===== src/hw/rtl/gcrb_pkg.sv =====
// ----------------------------------------------------------------------------
// gcrb_pkg
// Shared types and constants for the greedy capacitated route builder.
// ----------------------------------------------------------------------------
package gcrb_pkg;

    // Fixed field widths
    localparam int CMD_W      = 2;
    localparam int VFIELD_W   = 4;
    localparam int AMT_W      = 10;
    localparam int DIST_W     = 16;
    localparam int CNT_W      = 5;
    localparam int LOAD_W     = 11;
    localparam int FIELD_SPAN = 16;
    localparam int S_TDATA_W  = 24;
    localparam int M_TDATA_W  = 24;
    localparam int CFG_IDX_W  = 1;

    // Command codes carried in the input item
    localparam logic [CMD_W-1:0] CMD_EDGE   = 2'd0;
    localparam logic [CMD_W-1:0] CMD_DEMAND = 2'd1;
    localparam logic [CMD_W-1:0] CMD_RUN    = 2'd2;

    // Configuration register indexes
    localparam logic [CFG_IDX_W-1:0] CFG_VERTEX_COUNT = 1'b0;
    localparam logic [CFG_IDX_W-1:0] CFG_CAPACITY     = 1'b1;

    typedef enum logic [3:0] {
        ST_IDLE,
        ST_WR1,
        ST_WR2,
        ST_START,
        ST_SCAN_INIT,
        ST_SCAN,
        ST_DRAIN,
        ST_DECIDE,
        ST_RET_RD,
        ST_RET,
        ST_FIN_RD,
        ST_FIN
    } state_t;

    // What goes into the output register this cycle
    typedef enum logic [2:0] {
        EMIT_NONE,
        EMIT_START,
        EMIT_STOP,
        EMIT_DEPOT,
        EMIT_FINAL,
        EMIT_ABORT
    } emit_t;

    // Controller -> datapath
    typedef struct packed {
        logic  latch_in;
        logic  wr_fwd;
        logic  wr_rev;
        logic  run_clear;
        logic  scan_init;
        logic  scan_issue;
        logic  take_best;
        logic  ret_read;
        logic  ret_apply;
        logic  fin_apply;
        emit_t emit;
    } dp_cmd_t;

    // Datapath -> controller
    typedef struct packed {
        logic [CMD_W-1:0] in_cmd;
        logic             in_addr_ok;
        logic             out_free;
        logic             scan_done;
        logic             found;
        logic             cur_zero;
        logic             rem_last;
    } dp_stat_t;

endpackage


===== src/hw/rtl/gcrb_dp.sv =====
// ----------------------------------------------------------------------------
// gcrb_dp
// Datapath: matrix store, configuration registers, route state, candidate
// scan comparator and the output register.
// ----------------------------------------------------------------------------
module gcrb_dp import gcrb_pkg::*; #(
    parameter int MAX_VERTICES    = 16,
    parameter int NO_ROUTE_WEIGHT = 999
) (
    input  logic                 aclk,
    input  logic                 aresetn,
    input  logic [S_TDATA_W-1:0] s_tdata,
    input  logic                 cfg_valid,
    input  logic [CFG_IDX_W-1:0] cfg_index,
    input  logic [AMT_W-1:0]     cfg_data,
    input  logic                 m_tready,
    output logic                 m_tvalid,
    output logic [M_TDATA_W-1:0] m_tdata,
    output logic                 m_tlast,
    output logic                 m_tuser,
    input  dp_cmd_t              cmd,
    output dp_stat_t             stat
);

    localparam int VW    = $clog2(MAX_VERTICES);
    localparam int VCNT  = 1 << VW;
    localparam int DEPTH = VCNT * VCNT;
    localparam int AW    = 2 * VW;
    localparam int NLIM  = (MAX_VERTICES < FIELD_SPAN) ? MAX_VERTICES : FIELD_SPAN;

    // Input item fields
    logic [CMD_W-1:0]    in_cmd;
    logic [VFIELD_W-1:0] in_a;
    logic [VFIELD_W-1:0] in_b;
    logic [AMT_W-1:0]    in_amt;

    assign in_cmd = s_tdata[1:0];
    assign in_a   = s_tdata[5:2];
    assign in_b   = s_tdata[9:6];
    assign in_amt = s_tdata[19:10];

    logic a_ok, b_ok;
    assign a_ok = int'(in_a) < MAX_VERTICES;
    assign b_ok = int'(in_b) < MAX_VERTICES;

    // Latched load item; a demand load writes its diagonal entry twice
    logic [VW-1:0]    wa_reg, wb_reg;
    logic [AMT_W-1:0] wamt_reg;

    always_ff @(posedge aclk) begin
        if (cmd.latch_in) begin
            wa_reg   <= VW'(in_a);
            wb_reg   <= (in_cmd == CMD_DEMAND) ? VW'(in_a) : VW'(in_b);
            wamt_reg <= in_amt;
        end
    end

    // Configuration registers
    logic [CNT_W-1:0] vcount_reg;
    logic [AMT_W-1:0] cap_reg;

    always_ff @(posedge aclk) begin
        if (!aresetn) begin
            vcount_reg <= CNT_W'(16);
            cap_reg    <= AMT_W'(1023);
        end else if (cfg_valid) begin
            case (cfg_index)
                CFG_VERTEX_COUNT: vcount_reg <= cfg_data[CNT_W-1:0];
                CFG_CAPACITY:     cap_reg    <= cfg_data;
                default:          ;
            endcase
        end
    end

    // Vertex count in use, clamped
    logic [CNT_W-1:0] n_eff;
    always_comb begin
        if (vcount_reg < CNT_W'(2))
            n_eff = CNT_W'(2);
        else if (int'(vcount_reg) > NLIM)
            n_eff = CNT_W'(NLIM);
        else
            n_eff = vcount_reg;
    end

    // Route state
    logic [VCNT-1:0]   visited_reg;
    logic [LOAD_W-1:0] load_reg;
    logic [VW-1:0]     cur_reg;
    logic [DIST_W-1:0] dist_reg;
    logic [CNT_W-1:0]  rem_reg;
    logic [VW-1:0]     j_reg, jd_reg;
    logic              rdv_reg;
    logic [VW-1:0]     best_reg;
    logic [AMT_W-1:0]  bestw_reg, bestd_reg;
    logic              found_reg;

    // Matrix store: one write port, two registered read ports
    logic [AMT_W-1:0] mem [DEPTH];
    logic [AMT_W-1:0] qa_reg, qb_reg;
    logic [AW-1:0]    waddr, raddr_a, raddr_b;
    logic             mem_we, rd_en;

    assign mem_we  = cmd.wr_fwd | cmd.wr_rev;
    assign waddr   = cmd.wr_fwd ? {wa_reg, wb_reg} : {wb_reg, wa_reg};
    assign rd_en   = cmd.scan_issue | cmd.ret_read;
    assign raddr_a = cmd.ret_read ? {cur_reg, VW'(0)} : {cur_reg, j_reg};
    assign raddr_b = {j_reg, j_reg};

    always_ff @(posedge aclk) begin
        if (mem_we)
            mem[waddr] <= wamt_reg;
        if (rd_en) begin
            qa_reg <= mem[raddr_a];
            qb_reg <= mem[raddr_b];
        end
    end

    // Candidate test on the data read in the previous cycle
    logic [LOAD_W:0] load_sum;
    logic            cand;
    assign load_sum = {1'b0, load_reg} + (LOAD_W + 1)'(qb_reg);
    assign cand = rdv_reg && !visited_reg[jd_reg] && (qa_reg < bestw_reg)
               && (load_sum <= (LOAD_W + 1)'(cap_reg));

    // Saturating distance adds
    logic [DIST_W:0]   sum_best, sum_ret;
    logic [DIST_W-1:0] dist_best, dist_ret, dist_fin;
    assign sum_best  = {1'b0, dist_reg} + (DIST_W + 1)'(bestw_reg);
    assign sum_ret   = {1'b0, dist_reg} + (DIST_W + 1)'(qa_reg);
    assign dist_best = sum_best[DIST_W] ? '1 : sum_best[DIST_W-1:0];
    assign dist_ret  = sum_ret[DIST_W] ? '1 : sum_ret[DIST_W-1:0];
    assign dist_fin  = (cur_reg != '0) ? dist_ret : dist_reg;

    // Route state updates
    always_ff @(posedge aclk) begin
        if (!aresetn) begin
            visited_reg <= '0;
            load_reg    <= '0;
            cur_reg     <= '0;
            dist_reg    <= '0;
            rem_reg     <= '0;
            j_reg       <= VW'(1);
            rdv_reg     <= 1'b0;
            found_reg   <= 1'b0;
        end else begin
            rdv_reg <= cmd.scan_issue;
            if (cmd.run_clear) begin
                visited_reg <= '0;
                load_reg    <= '0;
                cur_reg     <= '0;
                dist_reg    <= '0;
                rem_reg     <= n_eff - CNT_W'(1);
            end
            if (cmd.scan_init) begin
                j_reg     <= VW'(1);
                bestw_reg <= AMT_W'(NO_ROUTE_WEIGHT);
                found_reg <= 1'b0;
            end
            if (cmd.scan_issue) begin
                j_reg  <= j_reg + VW'(1);
                jd_reg <= j_reg;
            end
            if (cand) begin
                best_reg  <= jd_reg;
                bestw_reg <= qa_reg;
                bestd_reg <= qb_reg;
                found_reg <= 1'b1;
            end
            if (cmd.take_best) begin
                dist_reg              <= dist_best;
                load_reg              <= load_reg + LOAD_W'(bestd_reg);
                visited_reg[best_reg] <= 1'b1;
                cur_reg               <= best_reg;
                rem_reg               <= rem_reg - CNT_W'(1);
            end
            if (cmd.ret_apply) begin
                dist_reg <= dist_ret;
                cur_reg  <= '0;
                load_reg <= '0;
            end
            if (cmd.fin_apply) begin
                dist_reg <= dist_fin;
                cur_reg  <= '0;
                load_reg <= '0;
            end
        end
    end

    // Output register
    logic              ovalid_reg;
    logic [3:0]        ostop_reg;
    logic [DIST_W-1:0] odist_reg;
    logic              olast_reg, oerr_reg;

    always_ff @(posedge aclk) begin
        if (!aresetn)
            ovalid_reg <= 1'b0;
        else if (cmd.emit != EMIT_NONE)
            ovalid_reg <= 1'b1;
        else if (m_tready)
            ovalid_reg <= 1'b0;
    end

    always_ff @(posedge aclk) begin
        case (cmd.emit)
            EMIT_START, EMIT_DEPOT: begin
                ostop_reg <= '0;
                odist_reg <= '0;
                olast_reg <= 1'b0;
                oerr_reg  <= 1'b0;
            end
            EMIT_STOP: begin
                ostop_reg <= VFIELD_W'(best_reg);
                odist_reg <= '0;
                olast_reg <= 1'b0;
                oerr_reg  <= 1'b0;
            end
            EMIT_FINAL: begin
                ostop_reg <= '0;
                odist_reg <= dist_fin;
                olast_reg <= 1'b1;
                oerr_reg  <= 1'b0;
            end
            EMIT_ABORT: begin
                ostop_reg <= '0;
                odist_reg <= dist_reg;
                olast_reg <= 1'b1;
                oerr_reg  <= 1'b1;
            end
            default: ;
        endcase
    end

    assign m_tvalid = ovalid_reg;
    assign m_tdata  = {4'b0, odist_reg, ostop_reg};
    assign m_tlast  = olast_reg;
    assign m_tuser  = oerr_reg;

    // Status to controller
    assign stat.in_cmd     = in_cmd;
    assign stat.in_addr_ok = (in_cmd == CMD_EDGE) ? (a_ok && b_ok) : a_ok;
    assign stat.out_free   = !ovalid_reg || m_tready;
    assign stat.scan_done  = (CNT_W'(j_reg) == (n_eff - CNT_W'(1)));
    assign stat.found      = found_reg;
    assign stat.cur_zero   = (cur_reg == '0);
    assign stat.rem_last   = (rem_reg == CNT_W'(1));

    // An aborted run is always the final item
    assert property (@(posedge aclk) disable iff (!aresetn)
        ovalid_reg && oerr_reg |-> olast_reg)
        else $error("abort flag on a non-final item");

    // Distance is reported only on the final item
    assert property (@(posedge aclk) disable iff (!aresetn)
        ovalid_reg && !olast_reg |-> odist_reg == '0)
        else $error("nonzero distance on an intermediate item");

    // The depot is never marked as a visited customer
    assert property (@(posedge aclk) disable iff (!aresetn)
        !visited_reg[0])
        else $error("depot marked visited");

endmodule


===== src/hw/rtl/gcrb_ctrl.sv =====
// ----------------------------------------------------------------------------
// gcrb_ctrl
// Controller: sequences matrix loads and the greedy route scan.
// ----------------------------------------------------------------------------
module gcrb_ctrl import gcrb_pkg::*; (
    input  logic     aclk,
    input  logic     aresetn,
    input  logic     s_tvalid,
    output logic     s_tready,
    output dp_cmd_t  cmd,
    input  dp_stat_t stat
);

    state_t state_reg, state_next;

    always_ff @(posedge aclk) begin
        if (!aresetn)
            state_reg <= ST_IDLE;
        else
            state_reg <= state_next;
    end

    // Next state
    always_comb begin
        state_next = state_reg;
        case (state_reg)
            ST_IDLE: begin
                if (s_tvalid) begin
                    case (stat.in_cmd)
                        CMD_EDGE, CMD_DEMAND: state_next = stat.in_addr_ok ? ST_WR1 : ST_IDLE;
                        CMD_RUN:              state_next = ST_START;
                        default:              state_next = ST_IDLE;
                    endcase
                end
            end
            ST_WR1:       state_next = ST_WR2;
            ST_WR2:       state_next = ST_IDLE;
            ST_START:     if (stat.out_free) state_next = ST_SCAN_INIT;
            ST_SCAN_INIT: state_next = ST_SCAN;
            ST_SCAN:      if (stat.scan_done) state_next = ST_DRAIN;
            ST_DRAIN:     state_next = ST_DECIDE;
            ST_DECIDE: begin
                if (stat.found) begin
                    if (stat.out_free)
                        state_next = stat.rem_last ? ST_FIN_RD : ST_SCAN_INIT;
                end else if (stat.cur_zero) begin
                    if (stat.out_free) state_next = ST_IDLE;
                end else begin
                    state_next = ST_RET_RD;
                end
            end
            ST_RET_RD:    state_next = ST_RET;
            ST_RET:       if (stat.out_free) state_next = ST_SCAN_INIT;
            ST_FIN_RD:    state_next = ST_FIN;
            ST_FIN:       if (stat.out_free) state_next = ST_IDLE;
            default:      state_next = ST_IDLE;
        endcase
    end

    // Outputs
    always_comb begin
        s_tready = 1'b0;
        cmd      = '0;
        cmd.emit = EMIT_NONE;
        case (state_reg)
            ST_IDLE: begin
                s_tready     = 1'b1;
                cmd.latch_in = s_tvalid;
            end
            ST_WR1:       cmd.wr_fwd = 1'b1;
            ST_WR2:       cmd.wr_rev = 1'b1;
            ST_START: begin
                if (stat.out_free) begin
                    cmd.run_clear = 1'b1;
                    cmd.emit      = EMIT_START;
                end
            end
            ST_SCAN_INIT: cmd.scan_init = 1'b1;
            ST_SCAN:      cmd.scan_issue = 1'b1;
            ST_DRAIN:     ;
            ST_DECIDE: begin
                if (stat.out_free) begin
                    if (stat.found) begin
                        cmd.take_best = 1'b1;
                        cmd.emit      = EMIT_STOP;
                    end else if (stat.cur_zero) begin
                        cmd.emit = EMIT_ABORT;
                    end
                end
            end
            ST_RET_RD, ST_FIN_RD: cmd.ret_read = 1'b1;
            ST_RET: begin
                if (stat.out_free) begin
                    cmd.ret_apply = 1'b1;
                    cmd.emit      = EMIT_DEPOT;
                end
            end
            ST_FIN: begin
                if (stat.out_free) begin
                    cmd.fin_apply = 1'b1;
                    cmd.emit      = EMIT_FINAL;
                end
            end
            default: ;
        endcase
    end

    // Never load the output register over an item still waiting
    assert property (@(posedge aclk) disable iff (!aresetn)
        cmd.emit != EMIT_NONE |-> stat.out_free)
        else $error("output item overwritten");

    // A stop is taken only after the scan found one
    assert property (@(posedge aclk) disable iff (!aresetn)
        cmd.take_best |-> stat.found)
        else $error("stop taken without candidate");

    // The scan runs until the last vertex address is issued
    assert property (@(posedge aclk) disable iff (!aresetn)
        state_reg == ST_SCAN && !stat.scan_done |=> state_reg == ST_SCAN)
        else $error("scan left early");

endmodule


===== src/hw/rtl/greedy_capacitated_route_builder.sv =====
// ----------------------------------------------------------------------------
// greedy_capacitated_route_builder
// Nearest-neighbor route builder for a capacitated vehicle, depot at vertex 0.
// ----------------------------------------------------------------------------
// Usage:
//   s_ channel takes one command item at a time. Edge and demand loads are
//   accepted, then write the matrix entry and its mirror entry in turn.
//   A run item builds one route and streams its stops on the m_ channel:
//   the depot start, each customer, each depot return, and a final item with
//   tlast set and the route length; tuser marks an aborted run.
//   Each route step scans the customer vertices through the two read ports
//   of the matrix store, one vertex per cycle; a depot return first reads
//   the return weight. A new item is taken once the run's final item is in
//   the output register.
//   cfg_ writes the vertex count and capacity; cfg_ready is always high.
//   Reset clears the controller and output valid and sets the configuration
//   to 16 vertices and capacity 1023; matrix entries are undefined until
//   written. A stalled receiver holds the current item and pauses the run.
// ----------------------------------------------------------------------------
module greedy_capacitated_route_builder import gcrb_pkg::*; #(
    parameter int MAX_VERTICES    = 16,
    parameter int NO_ROUTE_WEIGHT = 999
) (
    input  logic                 aclk,
    input  logic                 aresetn,
    // cmd[1:0], vertex_a[5:2], vertex_b[9:6], amount[19:10], zero fill
    input  logic [S_TDATA_W-1:0] s_tdata,
    input  logic                 s_tvalid,
    output logic                 s_tready,
    // stop_vertex[3:0], total_distance[19:4], zero fill
    output logic [M_TDATA_W-1:0] m_tdata,
    output logic                 m_tlast,
    // unreachable[0]
    output logic                 m_tuser,
    output logic                 m_tvalid,
    input  logic                 m_tready,
    input  logic                 cfg_valid,
    output logic                 cfg_ready,
    input  logic [CFG_IDX_W-1:0] cfg_index,
    input  logic [AMT_W-1:0]     cfg_data
);

    dp_cmd_t  cmd;
    dp_stat_t stat;

    assign cfg_ready = 1'b1;

    gcrb_ctrl u_ctrl (
        .aclk     (aclk),
        .aresetn  (aresetn),
        .s_tvalid (s_tvalid),
        .s_tready (s_tready),
        .cmd      (cmd),
        .stat     (stat)
    );

    gcrb_dp #(
        .MAX_VERTICES    (MAX_VERTICES),
        .NO_ROUTE_WEIGHT (NO_ROUTE_WEIGHT)
    ) u_dp (
        .aclk      (aclk),
        .aresetn   (aresetn),
        .s_tdata   (s_tdata),
        .cfg_valid (cfg_valid),
        .cfg_index (cfg_index),
        .cfg_data  (cfg_data),
        .m_tready  (m_tready),
        .m_tvalid  (m_tvalid),
        .m_tdata   (m_tdata),
        .m_tlast   (m_tlast),
        .m_tuser   (m_tuser),
        .cmd       (cmd),
        .stat      (stat)
    );

endmodule


===== config.mk =====
export PLATFORM = sky130hd
export DESIGN_NAME = greedy_capacitated_route_builder
export DESIGN_NICKNAME = d
export VERILOG_FILES = /design/src/hw/rtl/gcrb_pkg.sv /design/src/hw/rtl/gcrb_dp.sv /design/src/hw/rtl/gcrb_ctrl.sv /design/src/hw/rtl/greedy_capacitated_route_builder.sv
export SDC_FILE = /design/constraint.sdc
export NUM_CORES = 2
export LEC_CHECK = 0
export BUFFER_PORTS_ARGS = -buffer_cell sky130_fd_sc_hd__clkbuf_2
export CAP_MARGIN = 10
export CORE_MARGIN = 3
export CORE_UTILIZATION = 53
export DETAILED_ROUTE_END_ITERATION = 12
export PLACE_DENSITY = 0.69
export SLEW_MARGIN = 20
export SYNTH_ARGS = -nofsm -noshare
export SYNTH_HDL_FRONTEND = slang
export SYNTH_HIERARCHICAL = 1
export SYNTH_SLANG_ARGS = --single-unit

===== constraint.sdc =====
create_clock -name aclk -period 5.67 [get_ports aclk]
set_input_delay 0.567 -clock aclk [delete_from_list [all_inputs] [get_ports aclk]]
set_output_delay 0.567 -clock aclk [all_outputs]
set_load 0.01 [all_outputs]

### Yosys cells after proc, flatten, opt, wreduce, memory -nomap -nowiden

Memories as Yosys holds them, arrays and structs flattened. A register that Yosys moved wholly into a read port is not among the register bits.
Cells that the tools add are included.

| word-level totals | value |
|---|---|
| register bits | 146 |
| memories | 1 |
| memory bits (writable) | 2,560 |

| cells by class | value |
|---|---|
| bitwise logic cells | 5 |
| equal/unequal tests | 24 |
| muxes and demuxes | 70 |
| order comparisons | 7 |
| $add $sub $neg | 7 |
| reduce and logical (&&, ||, !) cells | 35 |

Memories:

| name | depth | width | read ports | clocked after Yosys merged registers in | write ports | line | source |
|---|---|---|---|---|---|---|---|
| u_dp.mem | 256 | 10 | 2 | 2 | 1 | gcrb_dp.sv:99 | `logic [AMT_W-1:0] mem [DEPTH];` |

Operators with widths:

| operator | count |
|---|---|
| two-way mux 16 bit | 10 |
| two-way mux 4 bit | 15 |
| case mux 16 bit (3 select lines) | 1 |
| case mux 4 bit (10 select lines) | 1 |
| adder 16 x 10 -> 17 bit | 2 |
| two-way mux 1 bit | 23 |
| two-way mux 11 bit | 2 |
| two-way mux 10 bit | 2 |
| two-way mux 5 bit | 4 |
| equality test 4 x 3 -> 1 bit (second input constant) | 4 |
| equality test 4 bit (second input constant) | 4 |
| OR 16 bit | 1 |
| nonzero test 2 bit | 7 |
| adder 11 x 10 -> 12 bit | 1 |
| <= comparator 12 x 10 -> 1 bit | 1 |
| case mux 3 bit (4 select lines) | 1 |
| adder 11 x 10 -> 11 bit | 1 |
| < comparator 10 bit | 1 |
| < comparator 4 x 5 -> 1 bit (second input constant) | 2 |
| AND reduction 2 bit | 5 |
| subtractor 5 x 1 -> 5 bit (second input constant) | 2 |
| two-way mux 3 bit | 3 |
| equality test 4 x 2 -> 1 bit (second input constant) | 2 |
| logical NOT 4 bit | 2 |
| 34 further kinds | 51 |

### Depth between registers and ports, before layout

| depth | value |
|---|---|
| depth in word-level cells | 8 |
| gate-level depth with buffers | 17 |
| depth with buffers taken out | 16 |

### Hierarchy

Netlist, hierarchy kept.

By module, submodules not included:

| module | area an instance (um^2) | cells an instance | instances | sequential area each (um^2) |
|---|---|---|---|---|
| gcrb_dp | 111,897.3 | 7,441 | 1 | 80,997.7 |
| gcrb_ctrl | 593.1 | 86 | 1 | 80.1 |
| greedy_capacitated_route_builder | 11.3 | 2 | 1 | 0.0 |

### Worst setup path before layout

No wires, ideal clock.

| timing path | value |
|---|---|
| path type | flip-flop to flip-flop |
| start point | reg u_dp.wamt_reg[0] |
| end point | mem u_dp.mem[0][0] (data pin) |
| cell stages (with the launch flop) | 1 |
| path slack | 1.624 ns |
| period minus slack after synthesis | 4.046 ns |
| data arrival time | 3.228 ns |
| required time | 4.853 ns |
| cells stage by stage | edfxtp_1 |

RTL lines:

| element | line | source |
|---|---|---|
| from (decl) | gcrb_dp.sv:48 | `logic [AMT_W-1:0] wamt_reg;` |
| from (signal assigned) | gcrb_dp.sv:54 | `wamt_reg <= in_amt;` |
| to (decl) | gcrb_dp.sv:99 |  |

No word-level cell before the write port.

==> impl_metrics.json <==
{
  "rr_worst_depth": 12,
  "finalMaxSlewViolations": 0,
  "drive_gt1_frac": 0.159,
  "ys_async_sr_fraction": 0,
  "power_density_nw_per_um2": 329,
  "finalClockSkew_ns": 0.0507,
  "grt_max_degree": 202,
  "r2r_setup_slack_ns": 0.28,
  "clkSlewWorstSetupHoldPaths_ns": 0.06,
  "ys.flop_type": "edfxtp_1",
  "drc": 0,
  "holdPathStages": 3,
  "overflow": 0,
  "cts_max_level": 5,
  "grt_pass1_vias": 69000,
  "ys_ff_latch": 2726,
  "worstPathArrival_ns": 6.08,
  "leakage_nw": 43.9,
  "port_buffers": 59,
  "vias_per_cell": 6.66,
  "die_area_um2": 218000,
  "nFillCells": 15400,
  "period_needed_ns": 5.39,
  "drtIter0Drc": 11700,
  "cts_made_buffers": 295,
  "core_um2": 210000,
  "setup_viol": 0,
  "rows": 168,
  "cap_violations": 0,
  "hold_viol": 0,
  "cts_resized": 0,
  "dpl_cell_area_um2": 118000,
  "final_common_cell": "edfxtp_1",
  "required_ns": 6.36,
  "largest_reg_flops": 2560,
  "vias": 73100,
  "gp_congestion": 0.965,
  "fin_tns_setup_ns": 0,
  "cp-end-kind": "flop",
  "fin_nets": 8039,
  "worst-setup-path-type": "flop to flop",
  "dpl.hpwl_um": 224000,
  "cts_root_buf": "clkbuf_16",
  "syn_area_per_cell_um2": 14.9,
  "final_util": 0.608,
  "yosysTopAreaCell": "edfxtp_1",
  "whs_ns": 0.125,
  "r2r_end": "u_dp/qa_reg[3]$_DFFE_PP_",
  "postRouteAntennaNets": 0,
  "tritoncts": "built",
  "timing.rr.start": "u_ctrl/state_reg[2]$_SDFFE_PN0P_",
  "wire_per_inst_um": 32.4,
  "hp-class": "input port to flop",
  "post-route-cell-area_um2": 128000,
  "met2_usage": 0.474,
  "yosysWarnings": 6,
  "synth_area_leaders": "edfxtp_1 71%, mux2i_1 4.2%, nand2_1 2.6%",
  "routed_wl_um": 355000,
  "clock_latency_ns": 0.96,
  "rsz0062_at_grt": "false",
  "syn-instance-count": 7529,
  "cts_max_path_buffers": 4,
  "firstDrtPassIters": 8,
  "clock-sinks": 2726,
  "ys_seq_area_frac": 0.721,
  "pin_count": 69,
  "largest_register": "u_dp/mem",
  "holdPathEnd": "u_dp/vcount_reg[4]$_SDFFE_PN1P_",
  "start_util": 0.535,
  "hold_path.startpoint": "aresetn",
  "dieHeight_um": 467,
  "status": "finished clean",
  "relSlewSlack": 0.173,
  "grt_pass1_wl_um": 502000,
  "die_width_um": 467,
  "synth.top_cell.area_share": 0.707,
  "grt_antenna_before_repair": 30,
  "ir_drop_mv": 0.347,
  "grtUsageMet3": 0.0908,
  "grt_util_all_layers": 0.322,
  "use_met1": 0.432,
  "layout_common_cells": "2648 x edfxtp_1, 783 x nand2_1, 501 x buf_4, 470 x mux2i_1, 433 x nor2_1",
  "post-route-period-util": 0.950,
  "cp-start-kind": "flop",
  "synth_area_um2": 113000,
  "max_freq_ghz": 0.186,
  "gr-max-usage-layer": "met2",
  "crit_fanout": 28,
  "synthDistinctLibCells": 93,
  "synth_edf_count": 2648,
  "syn2layout_area_growth_pct": 13.6,
  "tightest_slew_ns": 1.24
}
[worst max-delay path by stage]
stage                                     startpoint                        to  slack [ns]  depth (start not counted)
floorplan                 u_dp/wamt_reg[0]$_DFFE_PP_  u_dp/mem[0][0]$_DFFE_PP_        1.62                          0
global placement    u_ctrl/state_reg[3]$_SDFFE_PN0P_  u_dp/qa_reg[4]$_DFFE_PP_        0.65                         13
detailed placement  u_ctrl/state_reg[3]$_SDFFE_PN0P_  u_dp/qa_reg[4]$_DFFE_PP_        0.60                         13
CTS                 u_ctrl/state_reg[3]$_SDFFE_PN0P_  u_dp/qa_reg[4]$_DFFE_PP_        0.60                         13
global route        u_ctrl/state_reg[3]$_SDFFE_PN0P_  u_dp/qa_reg[6]$_DFFE_PP_        0.31                         10
finish              u_ctrl/state_reg[2]$_SDFFE_PN0P_  u_dp/qa_reg[3]$_DFFE_PP_        0.28                         12
[kinds of logic (layout without fill, tap and decap cells)]
| group | after synthesis | count (layout) | share of synthesized area |
|---|---|---|---|
| xor gates and xnor gates | 30 | 30 | 0.00234 |
| DFF | 2726 | 2726 | 0.721 |
| AOI/OAI and AO/OA | 1549 | 1549 | 0.0931 |
| and+or+nand+nor | 1866 | 1866 | 0.0745 |
| adders and majority gates | 67 | 67 | 0.00772 |
| other | 3 | 29 | 0.000100 |
| buffers and inverters | 587 | 1194 | 0.0248 |
| muxes | 701 | 701 | 0.0768 |
[routing by layer]
layer  wire (um)  up-vias
met3       47600     1039
met5          36        -
met4       23200        6
met2      157000     5170
met1      127000    36600
li1            -    30300
[worst max-delay path: stages (launching register included)]
cell and delay (ns):
dfxtp_1 0.62, nand2b_1 0.39, nor2_4 0.23, nand2b_4 0.50
nor2_4 1.02, buf_4 0.42, buf_4 0.20, a22oi_1 0.09
a31oi_1 0.21, nand4_1 0.66, a21oi_1 0.37, a21oi_1 0.06
mux2_2 0.27
[stage by stage]
step / worst slack (ns) / instances / total power, W
after global placement: 0.646 / 10400 / 0.0240
after global routing: 0.307 / 10900 / 0.0430
after detailed placement: 0.600 / 10400 / 0.0240
after floorplan: 1.62 / 7532 / 0.0235
after CTS: 0.600 / 10900 / 0.0421
final: 0.282 / 11000 / 0.0420
[cells in the mapped netlist (all sizes together), types with 45 or more instances]
cell / instances
edfxtp: 2648
nand2: 786
mux2i: 471
nor2: 446
buf: 349
a21oi: 330
o21ai: 218
nand3: 216
a211oi: 191
clkbuf: 172
a22oi: 150
nor2b: 138
mux4: 117
a31oi: 115
mux2: 113
o22ai: 105
a221oi: 83
dfxtp: 78
inv: 65
ha: 63
nand4: 59
nor3: 55
o211ai: 53
a32oi: 51
o221ai: 45
[layout make-up]
type                    instances  area (um^2)  share of cell area
repair buffers                624         5060              0.0396
clock inverters               152         1360              0.0106
flip-flops and latches       2726        81100               0.634
clock buffers                 352         7710              0.0603
well taps                    2805         3510              0.0275
diodes                         23         57.6            0.000450
inverters                      66          250             0.00196
multi-input cells            4219        28800               0.225
[power by group]
| group | switching, W | leakage (nW) | internal (W) | total [W] |
|---|---|---|---|---|
| logic | 0.000984 | 15.0 | 0.000179 | 0.00116 |
| clock network | 0.00765 | 4.47 | 0.0107 | 0.0184 |
| registers | 0.0000438 | 24.5 | 0.0224 | 0.0225 |
| total | 0.00868 | 43.9 | 0.0333 | 0.0420 |
[timing repair]
action                                 in CTS  in global routing
buffers inserted                            0                  0
hold buffers                               28                  0
endpoints found under the hold margin      33                  0
Note: power is estimated with default switching activity, not from simulation.
